### config.mk
export PLATFORM = sky130hd
export DESIGN_NAME = base64url_stream_decoder_core
export DESIGN_NICKNAME = d
export VERILOG_FILES = /design/src/b64d_pkg.sv /design/src/b64d_front.sv /design/src/b64d_queue.sv /design/src/b64d_back.sv /design/src/base64url_stream_decoder_core.sv
export SDC_FILE = /design/constraint.sdc
export NUM_CORES = 1
export LEC_CHECK = 0
export BUFFER_PORTS_ARGS = -buffer_cell sky130_fd_sc_hd__buf_2
export CAP_MARGIN = 20
export CORE_UTILIZATION = 45
export DETAILED_ROUTE_END_ITERATION = 16
export HOLD_SLACK_MARGIN = 0.06
export SLEW_MARGIN = 20
export SYNTH_ARGS = -nofsm -noshare
export SYNTH_HDL_FRONTEND = slang
export SYNTH_HIERARCHICAL = 1
export SYNTH_SLANG_ARGS = --single-unit
### constraint.sdc
create_clock -name clk -period 7.95 [get_ports clk]
set_input_delay 0.3975 -clock clk [delete_from_list [all_inputs] [get_ports clk]]
set_output_delay 0.3975 -clock clk [all_outputs]
set_load 0.05 [all_outputs]
### src/b64d_pkg.sv
// Shared types, constants and the base64url alphabet lookup for the stream decoder.
`default_nettype none

package b64d_pkg;

    // Default width of the per-string byte counter
    localparam int COUNT_BITS_DEF = 16;

    // Depth of the queue between classifier and executor
    localparam int QUEUE_DEPTH = 2;

    // Field widths
    localparam int SYM_W   = 8;
    localparam int SEXT_W  = 6;
    localparam int CAP_W   = 16;
    localparam int BCNT_W  = 16;
    localparam int TDATA_W = 24;
    localparam int TUSER_W = 2;

    localparam logic [CAP_W-1:0]  CAP_RESET = 16'hFFFF;
    localparam logic [SYM_W-1:0]  PAD_CHAR  = 8'h3D;

    // tuser bit positions on the result side
    localparam int TUSER_BYTE_VALID = 0;
    localparam int TUSER_ERROR      = 1;

    // Class of one incoming character
    typedef enum logic [1:0] {
        SYM_DATA,
        SYM_PAD,
        SYM_BAD
    } sym_kind_t;

    // Classified character as it travels through the queue
    typedef struct packed {
        sym_kind_t           kind;
        logic [SEXT_W-1:0]   sextet;
        logic                last;
    } b64d_item_t;

    // Map one character to its class and sextet value
    function automatic b64d_item_t classify(input logic [SYM_W-1:0] c, input logic last);
        b64d_item_t it;
        it.last   = last;
        it.kind   = SYM_DATA;
        it.sextet = '0;
        if (c == PAD_CHAR) begin
            it.kind = SYM_PAD;
        end
        else if (c inside {[8'h41:8'h5A]}) begin
            it.sextet = SEXT_W'(c - 8'h41);
        end
        else if (c inside {[8'h61:8'h7A]}) begin
            it.sextet = SEXT_W'(c - 8'h61 + 8'd26);
        end
        else if (c inside {[8'h30:8'h39]}) begin
            it.sextet = SEXT_W'(c - 8'h30 + 8'd52);
        end
        else if (c == 8'h2D) begin
            it.sextet = 6'd62;
        end
        else if (c == 8'h5F) begin
            it.sextet = 6'd63;
        end
        else begin
            it.kind = SYM_BAD;
        end
        return it;
    endfunction

endpackage

`default_nettype wire

### src/b64d_front.sv
// Input side: accepts characters and classifies them into queue entries.
`default_nettype none

module b64d_front (
    input  wire logic                      s_axis_tvalid,
    output logic                           s_axis_tready,
    input  wire logic [b64d_pkg::SYM_W-1:0] s_axis_tdata,
    input  wire logic                      s_axis_tlast,
    input  wire logic                      q_full,
    output logic                           q_push,
    output b64d_pkg::b64d_item_t           q_item
);
    import b64d_pkg::*;

    // Take a character whenever the queue has room
    assign s_axis_tready = !q_full;
    assign q_push        = s_axis_tvalid && !q_full;

    // Classify the character on its way in
    assign q_item = classify(s_axis_tdata, s_axis_tlast);

endmodule

`default_nettype wire

### src/b64d_queue.sv
// Short queue of classified characters between the front and back parts.
`default_nettype none

module b64d_queue (
    input  wire logic                 clk,
    input  wire logic                 rst_n,
    input  wire logic                 push,
    input  wire b64d_pkg::b64d_item_t push_item,
    output logic                      full,
    input  wire logic                 pop,
    output logic                      not_empty,
    output b64d_pkg::b64d_item_t      head
);
    import b64d_pkg::*;

    localparam int PTR_W = (QUEUE_DEPTH > 1) ? $clog2(QUEUE_DEPTH) : 1;
    localparam int CNT_W = $clog2(QUEUE_DEPTH + 1);

    b64d_item_t           mem [QUEUE_DEPTH];
    logic [PTR_W-1:0]     wr_ptr_reg, wr_ptr_next;
    logic [PTR_W-1:0]     rd_ptr_reg, rd_ptr_next;
    logic [CNT_W-1:0]     count_reg, count_next;

    assign full      = (count_reg == CNT_W'(QUEUE_DEPTH));
    assign not_empty = (count_reg != '0);
    assign head      = mem[rd_ptr_reg];

    // Advance pointers and occupancy
    always_comb
    begin
        wr_ptr_next = wr_ptr_reg;
        rd_ptr_next = rd_ptr_reg;
        count_next  = count_reg;
        if (push) begin
            wr_ptr_next = (wr_ptr_reg == PTR_W'(QUEUE_DEPTH - 1)) ? '0 : wr_ptr_reg + 1'b1;
        end
        if (pop) begin
            rd_ptr_next = (rd_ptr_reg == PTR_W'(QUEUE_DEPTH - 1)) ? '0 : rd_ptr_reg + 1'b1;
        end
        if (push && !pop) begin
            count_next = count_reg + 1'b1;
        end
        else if (pop && !push) begin
            count_next = count_reg - 1'b1;
        end
    end

    always_ff @(posedge clk or negedge rst_n)
    begin
        if (!rst_n) begin
            wr_ptr_reg <= '0;
            rd_ptr_reg <= '0;
            count_reg  <= '0;
        end
        else begin
            wr_ptr_reg <= wr_ptr_next;
            rd_ptr_reg <= rd_ptr_next;
            count_reg  <= count_next;
        end
    end

    // Store entries
    always_ff @(posedge clk)
    begin
        if (push) begin
            mem[wr_ptr_reg] <= push_item;
        end
    end

endmodule

`default_nettype wire

### src/b64d_back.sv
// Execution side: group tracking, byte assembly, error and count state, result register.
`default_nettype none

module b64d_back #(
    parameter int COUNT_BITS = b64d_pkg::COUNT_BITS_DEF
) (
    input  wire logic                          clk,
    input  wire logic                          rst_n,
    input  wire logic                          cfg_valid,
    input  wire logic [b64d_pkg::CAP_W-1:0]    cfg_data,
    input  wire logic                          q_not_empty,
    input  wire b64d_pkg::b64d_item_t          q_head,
    output logic                               q_pop,
    output logic                               m_axis_tvalid,
    input  wire logic                          m_axis_tready,
    output logic [b64d_pkg::TDATA_W-1:0]       m_axis_tdata,
    output logic [b64d_pkg::TUSER_W-1:0]       m_axis_tuser,
    output logic                               m_axis_tlast
);
    import b64d_pkg::*;

    localparam int CMP_W = (COUNT_BITS > CAP_W) ? COUNT_BITS : CAP_W;

    logic [CAP_W-1:0]      cap_reg;
    logic [1:0]            gpos_reg, gpos_next;
    logic [SEXT_W-1:0]     prev_reg, prev_next;
    logic                  pad_reg, pad_next;
    logic                  err_reg, err_next;
    logic [COUNT_BITS-1:0] bytes_reg, bytes_next;

    logic                  out_valid_reg, out_valid_next;
    logic [7:0]            out_byte_reg, out_byte_next;
    logic                  byte_valid_reg, byte_valid_next;
    logic                  done_reg, done_next;
    logic                  out_err_reg, out_err_next;
    logic [BCNT_W-1:0]     bcnt_reg, bcnt_next;

    logic                  emit;
    logic [7:0]            byte_val;
    logic [CMP_W-1:0]      bytes_ext;
    logic [CMP_W-1:0]      cap_ext;
    logic [CMP_W-1:0]      bytes_next_ext;

    assign bytes_ext      = CMP_W'(bytes_reg);
    assign cap_ext        = CMP_W'(cap_reg);
    assign bytes_next_ext = CMP_W'(bytes_next);

    // Pop one entry whenever the result register is free or being drained
    assign q_pop = q_not_empty && (!out_valid_reg || m_axis_tready);

    // Assemble the byte from the previous and current sextets
    always_comb
    begin
        case (gpos_reg)
            2'd1:    byte_val = {prev_reg, q_head.sextet[5:4]};
            2'd2:    byte_val = {prev_reg[3:0], q_head.sextet[5:2]};
            2'd3:    byte_val = {prev_reg[1:0], q_head.sextet};
            default: byte_val = '0;
        endcase
    end

    // Update string state for the popped character
    always_comb
    begin
        gpos_next  = gpos_reg;
        prev_next  = prev_reg;
        pad_next   = pad_reg;
        err_next   = err_reg;
        bytes_next = bytes_reg;
        emit       = 1'b0;
        if (q_pop) begin
            if (q_head.kind == SYM_PAD) begin
                pad_next = 1'b1;
            end
            else if (pad_reg || q_head.kind == SYM_BAD) begin
                err_next = 1'b1;
            end
            else begin
                prev_next = q_head.sextet;
                gpos_next = gpos_reg + 2'd1;
                if (gpos_reg != 2'd0 && !err_reg) begin
                    if (bytes_ext >= cap_ext) begin
                        err_next = 1'b1;
                    end
                    else begin
                        emit = 1'b1;
                        if (bytes_reg != '1) begin
                            bytes_next = bytes_reg + 1'b1;
                        end
                    end
                end
            end
        end
    end

    // Build the next result and hold it while the receiver stalls
    always_comb
    begin
        out_valid_next  = out_valid_reg && !m_axis_tready;
        out_byte_next   = out_byte_reg;
        byte_valid_next = byte_valid_reg;
        done_next       = done_reg;
        out_err_next    = out_err_reg;
        bcnt_next       = bcnt_reg;
        if (q_pop && (emit || q_head.last)) begin
            out_valid_next  = 1'b1;
            out_byte_next   = emit ? byte_val : '0;
            byte_valid_next = emit;
            done_next       = q_head.last;
            out_err_next    = q_head.last && (err_next || gpos_next == 2'd1);
            bcnt_next       = '0;
            if (q_head.last) begin
                bcnt_next = (bytes_next_ext > CMP_W'({BCNT_W{1'b1}})) ? {BCNT_W{1'b1}}
                                                                        : bytes_next_ext[BCNT_W-1:0];
            end
        end
    end

    // Control and string state; clear the string after its last character
    always_ff @(posedge clk or negedge rst_n)
    begin
        if (!rst_n) begin
            cap_reg       <= CAP_RESET;
            gpos_reg      <= '0;
            prev_reg      <= '0;
            pad_reg       <= 1'b0;
            err_reg       <= 1'b0;
            bytes_reg     <= '0;
            out_valid_reg <= 1'b0;
        end
        else begin
            if (cfg_valid) begin
                cap_reg <= cfg_data;
            end
            out_valid_reg <= out_valid_next;
            if (q_pop && q_head.last) begin
                gpos_reg  <= '0;
                prev_reg  <= '0;
                pad_reg   <= 1'b0;
                err_reg   <= 1'b0;
                bytes_reg <= '0;
            end
            else begin
                gpos_reg  <= gpos_next;
                prev_reg  <= prev_next;
                pad_reg   <= pad_next;
                err_reg   <= err_next;
                bytes_reg <= bytes_next;
            end
        end
    end

    // Result payload
    always_ff @(posedge clk)
    begin
        out_byte_reg   <= out_byte_next;
        byte_valid_reg <= byte_valid_next;
        done_reg       <= done_next;
        out_err_reg    <= out_err_next;
        bcnt_reg       <= bcnt_next;
    end

    assign m_axis_tvalid                  = out_valid_reg;
    assign m_axis_tdata                   = {bcnt_reg, out_byte_reg};
    assign m_axis_tuser[TUSER_BYTE_VALID] = byte_valid_reg;
    assign m_axis_tuser[TUSER_ERROR]      = out_err_reg;
    assign m_axis_tlast                   = done_reg;

endmodule

`default_nettype wire

### src/base64url_stream_decoder_core.sv
// Top level of the base64url stream decoder: front classifier, queue and executor.
//
// Usage:
//   s_axis carries one ASCII character per transaction; s_axis_tlast marks the
//   final character of a string. m_axis carries at most one result per
//   character: a decoded byte (tuser bit 0 set) on the 2nd, 3rd and 4th
//   character of each group, and on the last character a closing result with
//   tlast set, the error flag in tuser bit 1 and the byte count in tdata.
//   cfg_valid/cfg_data write the byte capacity per string; cfg_ready is always
//   high; the user must make writes only while no string is in flight, and the
//   block itself does not enforce this. An accepted character is written into
//   the queue, and its result is then registered in the result register.
//   Throughput: one character per cycle while the receiver takes results; the
//   sextet lookup in the front is combinational. Reset clears the queue, the
//   string state and the result valid flag and sets the capacity to 65535. When
//   the receiver stalls, the result is held in its register; the two-entry
//   queue keeps taking characters until it fills, then s_axis_tready drops.
`default_nettype none

module base64url_stream_decoder_core #(
    parameter int COUNT_BITS = b64d_pkg::COUNT_BITS_DEF
) (
    input  wire logic                           clk,
    input  wire logic                           rst_n,
    // Configuration write
    input  wire logic                           cfg_valid,
    output logic                                cfg_ready,
    input  wire logic [b64d_pkg::CAP_W-1:0]     cfg_data,      // out_capacity
    // Character input
    input  wire logic                           s_axis_tvalid,
    output logic                                s_axis_tready,
    input  wire logic [b64d_pkg::SYM_W-1:0]     s_axis_tdata,  // [7:0] symbol
    input  wire logic                           s_axis_tlast,  // last
    // Result output
    output logic                                m_axis_tvalid,
    input  wire logic                           m_axis_tready,
    output logic [b64d_pkg::TDATA_W-1:0]        m_axis_tdata,  // [7:0] out_byte, [23:8] byte_count
    output logic [b64d_pkg::TUSER_W-1:0]        m_axis_tuser,  // [0] byte_valid, [1] error
    output logic                                m_axis_tlast   // done_res
);
    import b64d_pkg::*;

    b64d_item_t push_item;
    b64d_item_t head_item;
    logic       q_full;
    logic       q_push;
    logic       q_pop;
    logic       q_not_empty;

    assign cfg_ready = 1'b1;

    b64d_front u_front (
        .s_axis_tvalid (s_axis_tvalid),
        .s_axis_tready (s_axis_tready),
        .s_axis_tdata  (s_axis_tdata),
        .s_axis_tlast  (s_axis_tlast),
        .q_full        (q_full),
        .q_push        (q_push),
        .q_item        (push_item)
    );

    b64d_queue u_queue (
        .clk       (clk),
        .rst_n     (rst_n),
        .push      (q_push),
        .push_item (push_item),
        .full      (q_full),
        .pop       (q_pop),
        .not_empty (q_not_empty),
        .head      (head_item)
    );

    b64d_back #(
        .COUNT_BITS (COUNT_BITS)
    ) u_back (
        .clk           (clk),
        .rst_n         (rst_n),
        .cfg_valid     (cfg_valid),
        .cfg_data      (cfg_data),
        .q_not_empty   (q_not_empty),
        .q_head        (head_item),
        .q_pop         (q_pop),
        .m_axis_tvalid (m_axis_tvalid),
        .m_axis_tready (m_axis_tready),
        .m_axis_tdata  (m_axis_tdata),
        .m_axis_tuser  (m_axis_tuser),
        .m_axis_tlast  (m_axis_tlast)
    );

endmodule

`default_nettype wire

==> results of run 1 <==
## metal layers
layer	track usage [%]	up-vias	wire [um]	share of wire (%)
li1	-	1841	-	-
met1	28.30	1770	5412	52
met2	25.58	116	4280	41
met3	3.912	12	575	5.5
met4	8.190	0	192	1.8
met5	0	-	0	0
## synthesized netlist by cell type, drive strengths merged, types with 11 or more instances
library cell and count:
dfstp 16, nand2 40, dfrtp 31, edfxtp 45, o21ai 32, buf 16
nor2 20, inv 31, nor2b 11, a21oi 18, nand3 16, ha 31
## layout by cell type (no fill, tap or decap), types with 6 or more instances in the layout
| cell type | synthesis | final |
|---|---|---|
| nor2b_1 | 11 | 11 |
| o21ai_1 | 6 | 6 |
| ha_1 | 31 | 31 |
| nor2_1 | 20 | 20 |
| o21ai_0 | 26 | 26 |
| inv_1 | 31 | 31 |
| a222oi_1 | 8 | 8 |
| a21oi_1 | 18 | 18 |
| xnor2_1 | 9 | 9 |
| dfrtp_1 | 31 | 31 |
| nor3_1 | 7 | 7 |
| dfstp_2 | 16 | 16 |
| xor2_1 | 7 | 7 |
| buf_2 | 4 | 58 |
| nand3_1 | 14 | 14 |
| nand2_1 | 38 | 37 |
| edfxtp_1 | 45 | 45 |
| mux2_2 | 10 | 10 |
| or3_1 | 10 | 10 |
| a21boi_1 | 6 | 6 |
| and3_1 | 7 | 7 |
| clkbuf_16 | 0 | 9 |
## critical path, stage by stage (launching register included)
cell      delay, ps
dfrtp_1         590
mux2_2          390
nor2b_1         150
nand4b_4        280
nor3_4          280
nand3_4         340
or4_1           660
o211a_1         190
## power by group
group          internal (mW)  total (mW)  switching (mW)
sequential             0.674       0.731          0.0577
combinational          0.220       0.790           0.571
clock                  0.237       0.405           0.168
## stage by stage
step	hold WS, ps	cell area, sq um	instances	setup WS [ps]
final	167.2	5853	664	4823
after global routing	225.8	5853	664	4652
after CTS	176.8	5851	664	4602
after detailed placement	474.9	5560	648	4611
after global placement	465.8	5560	648	4736
after floorplan	101.9	5228	473	5011
## path summary, 6_finish.rpt
| check | slack, ps | end | depth (start not counted) | from |
|---|---|---|---|---|
| setup / recovery | 4820 | u_back/bcnt_reg[15]$_SDFFCE_PN0P_ | 7 | u_queue/rd_ptr_reg$_DFFE_PN0P_ |
| hold / removal | 170 | u_back/bytes_ext[7]$_DFF_PN0_ | 2 | rst_n |
| setup reg to reg | 4820 | u_back/bcnt_reg[15]$_SDFFCE_PN0P_ | 7 | u_queue/rd_ptr_reg$_DFFE_PN0P_ |
| hold reg to reg | 490 | u_queue/wr_ptr_reg$_DFFE_PN0P_ | 1 | u_queue/wr_ptr_reg$_DFFE_PN0P_ |
| max in group asynchronous | 7370 | u_back/prev_reg[0]$_DFFE_PN0P_ | 2 | rst_n |
| min in group clk | 250 | u_queue/mem[1][0]$_DFFE_PP_ | 1 | s_axis_tlast |
## logic make-up (layout without fill, tap and decap cells)
group	count (synthesis)	count (layout)	share of synthesized area, %
compound gates	108	108	14.98
xor+xnor	16	16	2.681
fa+ha+maj	31	31	7.420
buf+inv	55	106	4.907
flops	92	92	48.73
mux	15	15	3.112
other cells	1	1	0.07174
simple gates	155	155	18.09
## layout make-up
type                            count  share of cell area (%)
Clock buffer                       13                   4.617
Clock inverter                      3                  0.3420
Inverter                           31                   1.988
Multi-Input combinational cell    326                   41.45
Sequential cell                    92                   43.52
Tap cell                          140                   2.993
Timing Repair Buffer               59                   5.088
==> results summary, run 1 <==
The flow ran to the end, and the final reports show no timing, DRC or antenna violations. At the later pin of the worst-skew pair, clock insertion delay measures 340 ps. The number of enable-type register cells in the synthesized netlist is 45. In this run the number of H-tree levels came out at 3.

The total clock sinks is 92. The largest net degree at the start of global routing is 48. The number of antenna violations at the first check in global routing is 0. The overall die area came out at 12050 sq um. The count of pins over their slew limit is 0. For the pin with the worst max-slew slack, the measured transition is 1076 ps.

The share of flip-flops with an asynchronous set or reset is 51.09%. The multi-input combinational cell area is 2426 sq um. The hold-fix buffer count after cts is 0. The top-level I/O count came out at 60. The number of violations of the max-capacitance limit came out at 0. After detailed routing, the number of remaining DRC violations is 0.

The worst setup path is captured at a flip-flop. The number of vias per cell after detailed routing is 5.631. The total of flip-flops plus latches after synthesis came out at 92. The core region is 11080 sq um. The number of violations reported at the end of detailed-routing iteration 0 came out at 180. The register with the most flip-flops is u_queue/mem. Among all flip-flop cells after synthesis, the most frequent one is edfxtp_1. The worst endpoint data arrival time is 3210 ps. Summed over all cells, the static leakage comes to 2.412 nW. In this run the core area contains 38 standard-cell rows. The share of the synthesized area in the top cell type came out at 25.85%.

0 antenna diodes ended up in the layout. VDD sags by at most 0.0002223 V. The number of nets produced by synthesis came out at 534. The total of fill cells in the finished design is 1001. The number of optimization iterations in the first detailed-route pass is 4. The total vias in the final route came out at 3739. The die is 109.8 um wide.

The mean post-synth cell area came out at 11.05 sq um. The total half-perimeter wirelength after legalization and detailed placement came out at 7619 um. Setup repair after global routing left no endpoint under its margin. The final period utilization came out at 39.34%. The number of global-route vias before repair came out at 3401. The total design power is 1.927 mW. The worst clock skew on the final layout came out at 7.756 ps. edfxtp_1 takes more of the synthesized area than any other cell. The sequential cell area in the final layout came out at 2547 sq um. The register area share after synthesis came out at 48.73%.

The starting density of the core is 47.19%. The average wire length per cell after detail routing came out at 15.75 um. Compared with the post-synthesis result, the final layout area differs by 11.97%. After synthesis, the cell types taking the most area are edfxtp_1, dfrtp_1, dfstp_2. The clock buffer count from CTS came out at 9. The total of cells resized after clock tree synthesis came out at 0. The path class of the tightest hold or removal check is in2async. Routability-driven placement finished with a final weighted congestion of 0.8983.

The clock transition time at the flip-flop clock pins of the worst setup and hold paths came out at 60 ps. The count of nets left with antenna violations once routing finished came out at 0. The worst setup path is launched from a flip-flop. TritonCTS built the clock tree. The total negative slack is 0 ps. Summed over all layers, the routed wires come to 10460 um. The count of endpoints failing hold in the final timing report is 0. The core occupancy in the finished layout came out at 52.83%.

The clock period minus final worst setup slack is 3127 ps. The worst relative slew slack came out at 27.67%. The clock passes through at most 2 buffers. The critical path is of the reg2reg type. Once the clock tree was built, the setup fixing pass inserted 0 buffers.

The floorplan step set the die height to 109.8 um. The number of endpoints failing setup at the final stage is 0. The post-layout net count is 580.

The required time of the worst setup path came out at 8030 ps. In this run the worst path has a maximum fanout of 35. The areal power density over the cells is 329.2 nW/um^2. Based on the critical path, the design can be clocked at up to 319.8 MHz.

The count of unique library cells instantiated by Yosys is 75. In the final layout, the share of cells above drive strength 1 is 23.47%. The total global routing track utilization is 18.75%. The root buffer selected by CTS is clkbuf_16. The flip-flop count of the largest register after layout is 18.

The netlist area before placement is 5228 sq um. The number of buffer cells added on primary ports came out at 58. Synthesis handed over a netlist of 473 instances. The first global-routing pass estimated 17130 um of wire. After global routing the overflow that remains totals 0.

The number of warnings issued by yosys came out at 6.
(Power assumes the default switching activity.)
==> run 2, diff against run 1 <==
ABC_AREA = 1   (was not set)
PLACE_DENSITY = 0.66   (was not set)
clock period = 2.8 ns   (was 7.95 ns; I/O delays follow)
==> results summary, run 2 <==
The maximum level of the CTS H-tree is 3. The count of endpoints failing hold in the final timing report came out at 0. The remaining routing DRC violations came out at 0. The number of enable-type register cells in the synthesized netlist came out at 45.

The number of endpoints failing setup at the final stage is 0. The insertion delay to the later sink of the worst-skew pair is 340 ps. Counting flops and latches in the post-synthesis netlist gives 92. The routed design could run at a clock period as short as 2381 ps. The diode insertion count for antenna repair is 0.

Across all setup checks in the final design, the least slack found is 419.3 ps. Buffers placed on the I/O ports in this run total 58. The critical path starts at u_queue/rd_ptr_reg$_DFFE_PN0P_.

The starting density of the core is 46.32%. The area growth from synthesis to layout is 16.84%. The worst register-to-register path begins at u_queue/rd_ptr_reg$_DFFE_PN0P_. The number of antenna violations at the first check in global routing is 0. The worst setup path is captured at a flip-flop. The post-layout net count came out at 740. The die covers 12190 sq um. The register area share after synthesis is 48.17%. In this run, CTS created clock tree buffers numbering 9.

Counting flops per register, the top entry is u_queue/mem. Among all stages on the critical path, the largest delay is contributed by dfrtp_1. The number of global-route vias before repair came out at 4010.

The worst supply voltage drop on vdd is 0.0006923 V. The region available for standard cell placement spans 11420 sq um. The number of optimization iterations in the first detailed-route pass came out at 4.

The Yosys step of the flow raised 6 warnings. The measured slew at the worst slew-check pin came out at 694.2 ps. The top-level I/O count is 60.

Walking the worst path, the cells encountered are mux2_4 -> inv_1 -> nor2_1 -> nor2_4 -> nand3_1 -> nor2_2 -> nand2_2 -> inv_2 -> nand2_1 -> nand2_1 -> nand3_1 -> nand2_1 -> inv_1. Power comes to 5.478 mW. Setup repair after global routing left no endpoint under its margin. The cell that appears most often on the critical path is nand2_1. The most common cell in the synthesized netlist is nand2_1.

The width of the die came out at 110.4 um. Sorting the synthesized cells by how often they occur yields nand2_1, inv_1, nor2_1. TritonCTS built the clock tree. After layout, the worst path uses 85.03% of the clock period. The share of the synthesized area in the top cell type came out at 25.55%.

The total negative slack came out at 0 ps. The maximum clock path buffer count came out at 2. The worst endpoint data arrival time is 2480 ps. Summed over all layers, the routed wires come to 10600 um.

Along the worst path, the maximum fanout reaches 14. Clock-pin slew was measured on the worst setup and hold paths at 60 ps. Leaving out fill and tap cells, the most frequent cell in the layout is nand2_1. The leakage power of the design is 2.915 nW.

The last weighted congestion value of the routability-driven placer came out at 0.8827. The first-pass GRT wire length is 18300 um. The total setup buffers inserted after CTS is 0.

Summing all placed instances gives a cell area of 5688 sq um. The largest net degree at the start of global routing came out at 32. The number of nets produced by synthesis is 665. The flow ran to the end, and the final reports show no timing, DRC or antenna violations. Of all flip-flops after synthesis, the portion carrying an async set or reset was 51.09%.

The total of cells resized after clock tree synthesis came out at 0. The number of different library cells used by synthesis comes to 40. Leaving out fill and tap cells, the most frequent cells in the layout are nand2_1, inv_1, buf_2.

The source of the worst hold timing path is m_axis_tready. The required time of the worst setup path came out at 2900 ps. The mean post-synth cell area is 8.756 sq um. Timing would allow up to 420.0 MHz.

Timing analysis after detailed placement gives a worst setup slack of 427.5 ps. Once layout is done, the placed cells without fillers occupy 6180 sq um. CTS placed an instance of clkbuf_16 at the clock tree root. The average wire length per cell after detail routing came out at 12.81 um.

The total of fill cells in the finished design came out at 1073. The flip-flop count of the largest register after layout is 18. The internal reg-to-reg setup slack is 420 ps.

The final global-route overflow total came out at 0. The floorplan row count came out at 39. The post-synthesis instance total came out at 604.

The worst clock skew on the final layout is 4.704 ps. The sequential cell area in the final layout is 2547 sq um. After synthesis, the cell types taking the most area are edfxtp_1, dfrtp_1, nand2_1.

The areal power density over the cells is 886.5 nW/um^2. Hold is met by 132.3 ps. The number of vias per cell after detailed routing is 4.904.

The number of violations of the max-capacitance limit is 0. The synthesized design spends more area on one cell type than any other, namely edfxtp_1. The critical path is of the reg2reg type. The most used flip-flop cell after synthesis is edfxtp_1. The first routing iteration left 173 violations. STA classifies the critical path startpoint as a flip-flop.

The peak per-stage delay on the critical path came out at 450 ps. Global routing used 18.42% of the available tracks across all layers. The worst relative slew slack came out at 53.55%. The count of pins over their slew limit came to 0. The fraction of layout cells with a size suffix above 1 is 18.86%. The die is 110.4 um tall. Summed over all nets, the half-perimeter wirelength after detailed placement is 7796 um.

The total clock sinks came out at 92. The multi-input combinational cell area came out at 2285 sq um. The number of antenna-violating nets in the routed design is 0. The path category of the worst min-delay check is in2reg.

The netlist area before placement is 5289 sq um. Detailed routing inserted a total of 4056 vias.
[run 2: cell count changes after synthesis, sizes merged, moves of 11 or more]
cell	previous run	this run
nand2	40	151
inv	31	89
nand3	16	38
nor2	20	65
nor2b	11	0
[run 2: final timing paths]
check,end,depth (start not counted)
worst max-delay path,u_back/bcnt_reg[15]$_SDFFCE_PN0P_,13
worst min-delay path,u_back/m_axis_tvalid$_DFF_PN0_,4
worst max register to register,u_back/bcnt_reg[15]$_SDFFCE_PN0P_,13
worst min register to register,u_queue/count_reg[1]$_DFFE_PN0P_,2
max in group asynchronous,u_back/prev_reg[0]$_DFFE_PN0P_,3
min in group asynchronous,u_back/bytes_ext[0]$_DFF_PN0_,2
[run 2: repair_timing]
action,4_1_cts,5_1_grt
hold buffers,18,0
endpoints found under the setup margin,0,0
hold endpoints to repair,30,0
[run 2: kinds of logic after synthesis]
family | Yosys count | share of synthesized area, %
compound gates | 70 | 7.145
buf+inv | 109 | 8.635
fa+ha+maj | 31 | 7.334
xor+xnor | 18 | 2.981
other cells | 1 | 0.07090
flops | 92 | 48.17
mux | 10 | 2.768
simple gates | 273 | 22.90
[run 2: final cells by class]
cell class                 instances  share of cell area (%)
multi-input combinational        403                   36.97
clock buffer                      12                   4.313
clock inverter                     4                  0.7289
inverter                          91                   5.527
tap                              143                   2.895
sequential                        92                   41.22
timing repair buffer              82                   8.342
[run 2: per-stage QoR]
stage,cells,utilization (%)
6_report,827,54.12
5_1_grt,827,54.12
4_1_cts,827,54.12
3_5_place_dp,793,49.81
3_3_place_gp,793,49.81
2_1_floorplan,604,-
[run 2: critical path, delay by kind of cell (launching register included)]
kind                   cells  cell delay [ps]
AND/OR/NAND/NOR            9             1080
flip-flops                 1              450
multiplexers               1              320
buffers and inverters      3              290
[run 2: metal layers]
layer / vias up / track usage (%) / share of wire (%)
li1: 2101 / - / -
met1: 1859 / 24.44 / 47
met2: 84 / 30.35 / 48
met3: 12 / 3.622 / 3.9
met4: 0 / 5.867 / 1.2
met5: - / 0 / 0
[run 2: where the power goes]
part	switching, mW	leakage (nW)	internal, mW
clock	0.478	0.157	0.760
combinational	1.62	1.74	0.596
sequential	0.141	1.02	1.89
==> run 3, diff against run 2 <==
REMOVE_ABC_BUFFERS = 1   (was not set)
==> results summary, run 3 (synthesis gave the netlist of run 2 again) <==
The flow ran to the end, and the final reports show no timing, DRC or antenna violations. The number of antenna violations at the first check in global routing was 0. The worst-path maximum fanout came out at 27. In the layout the commonest cells are nand2_1, inv_1, buf_2. In this run the critical register-to-register path is captured at u_back/bcnt_reg[6]$_SDFFCE_PN0P_. The count of pins over their slew limit came out at 0.

The diode insertion count for antenna repair came out at 0. The total negative slack came out at 0 ps. The core occupancy in the finished layout came out at 54.15%.

Global routing consumed, over all layers together, 18.25% of the routing resources. In this run, post-CTS repair resized a total of 0 instances. The core box area came out at 11420 sq um. The startpoint of the lowest-slack register-to-register path is u_back/cap_ext[5]$_DFFE_PN1P_.

The number of optimization iterations in the first detailed-route pass is 4. The number of global-route vias before repair came to 3921. Setup repair after global routing left no endpoint under its margin. The count of endpoints failing hold in the final timing report is 0. More flip-flops sit in one register than any other, and that register is u_queue/mem. The floorplan row count came out at 39.

The worst slack on hold paths came out at 154.7 ps. The clock passes through at most 2 buffers. In this run the tightest slew margin relative to its limit is 50.93%. Entering global routing, the biggest net connects 32 pins. The top-level I/O count is 60. The maximum level of the CTS H-tree is 3. The total design power is 5.483 mW.

Based on the critical path, the design can be clocked at up to 414.6 MHz. STA classifies the critical path endpoint as a flip-flop. The clock period minus final worst setup slack came out at 2412 ps.

The post-place setup slack came out at 391.3 ps. The number of endpoints failing setup at the final stage is 0. Measured along the y axis, the die boundary spans 110.4 um. The worst supply voltage drop on vdd is 0.0005612 V. The final global-route overflow total came out at 0. The cell sitting at the root of the clock tree is a clkbuf_16. The worst endpoint data arrival time came out at 2410 ps.

The final wirelength came out at 10470 um. By startpoint and endpoint, the worst setup path is classified as reg2reg. The required time of the worst setup path came out at 2800 ps. The width of the die came out at 110.4 um. The register with the most flip-flops in the layout has 18 of them. The number of violations reported at the end of detailed-routing iteration 0 came out at 189. After the last flow step, the layout net total stands at 739.

The total vias in the final route came out at 4063. The path class of the tightest hold or removal check is in2reg. The average wire length per cell after detail routing is 12.68 um. Between clock sinks in the finished design, the worst skew comes to 6.908 ps. The last weighted congestion value of the routability-driven placer is 0.8696. The clock transition time at the flip-flop clock pins of the worst setup and hold paths came out at 70 ps. The starting density of the core is 46.32%.

The insertion delay to the later sink of the worst-skew pair came out at 340 ps. The launching element type of the critical path is a flip-flop. The filler cells instantiated in the layout total 1048. The areal power density over the cells is 886.8 nW/um^2. The number of buffer cells added on primary ports is 58. The beginning of the critical path is u_back/cap_ext[5]$_DFFE_PN1P_. The overall die area came out at 12190 sq um. The count of nets left with antenna violations once routing finished came out at 0. The first-pass GRT wire length is 18040 um.

The fraction of layout cells with a size suffix above 1 came out at 18.89%. The relative area change from synthesis to final layout is 16.92%. The timing endpoint of the critical path is u_back/bcnt_reg[6]$_SDFFCE_PN0P_. After detailed routing, the number of remaining DRC violations is 0.

In the routed layout, each cell is associated on average with a via count of 4.919. The final period utilization came out at 86.14%. The final worst slack is 388.0 ps. Summed over all cells, the static leakage comes to 2.911 nW. Detailed placement finished with a half-perimeter wire length of 7821 um.

The measured slew at the worst slew-check pin came out at 733.3 ps. The clock buffer count from CTS came out at 9. The number of violations of the max-capacitance limit came out at 0. Leaving out fill and tap cells, the most frequent cell in the layout is nand2_1. The number of cells on the worst reg-to-reg path is 12.

The total clock sinks is 92. For flop-to-flop paths, the worst setup slack is 390 ps. The TritonCTS clock tree is built.
[run 3: timing repair]
item                                   4_1_cts  5_1_grt
buffers inserted                             0        0
endpoints found under the hold margin       28        0
hold buffers                                18        0
[run 3: critical path: stages (launching register included)]
cell and delay [ps]:
dfstp_2 510, inv_1 40, ha_1 290, nand2_1 70, nand2_1 50, nand2_1 50
nand2_1 40, nor2_1 100, nand2_1 90, nand2_1 150, nand2_2 220, nand2_1 110
buf_4 340
[run 3: worst min-delay path by stage]
stage                             start                        endpoint  slack [ps]  depth (start not counted)
after floorplan                   rst_n   u_back/bytes_ext[0]$_DFF_PN0_        -160                          0
after global routing      m_axis_tready  u_back/m_axis_tvalid$_DFF_PN0_         190                          4
after CTS                 m_axis_tready  u_back/m_axis_tvalid$_DFF_PN0_         130                          4
final                     m_axis_tready  u_back/m_axis_tvalid$_DFF_PN0_         150                          4
after detailed placement          rst_n  u_back/bytes_ext[10]$_DFF_PN0_         110                          1
after global placement            rst_n  u_back/bytes_ext[10]$_DFF_PN0_         110                          1
[run 3: power breakdown]
part           switching [mW]  total, mW  internal (mW)
Combinational            1.62       2.20          0.583
Sequential              0.138       2.02           1.88
Clock                   0.518       1.26          0.744
Total                    2.27       5.48           3.21
[run 3: routing by layer]
metal | GRT usage [%] | up-vias | share of wire [%]
met5 | 0 | - | 0
met4 | 7.022 | 0 | 1.5
met3 | 3.403 | 13 | 4.1
met2 | 29.65 | 96 | 47
met1 | 24.19 | 1861 | 47
li1 | - | 2093 | -
[run 3: metrics by stage]
stage,instance area (sq um),cells
after CTS,6183,826
after floorplan,5174,586
after global routing,6183,826
after detailed placement,5680,792
after global placement,5680,792
final,6183,826
[run 3: final cells by class]
cell class | count | area, sq um | area share, %
Clock buffer | 12 | 289.0 | 4.674
Clock inverter | 4 | 33.78 | 0.5463
Multi-Input combinational cell | 403 | 2285 | 36.95
Timing Repair Buffer | 81 | 508.0 | 8.215
Tap cell | 143 | 178.9 | 2.894
Inverter | 91 | 341.6 | 5.524
Sequential cell | 92 | 2547 | 41.20
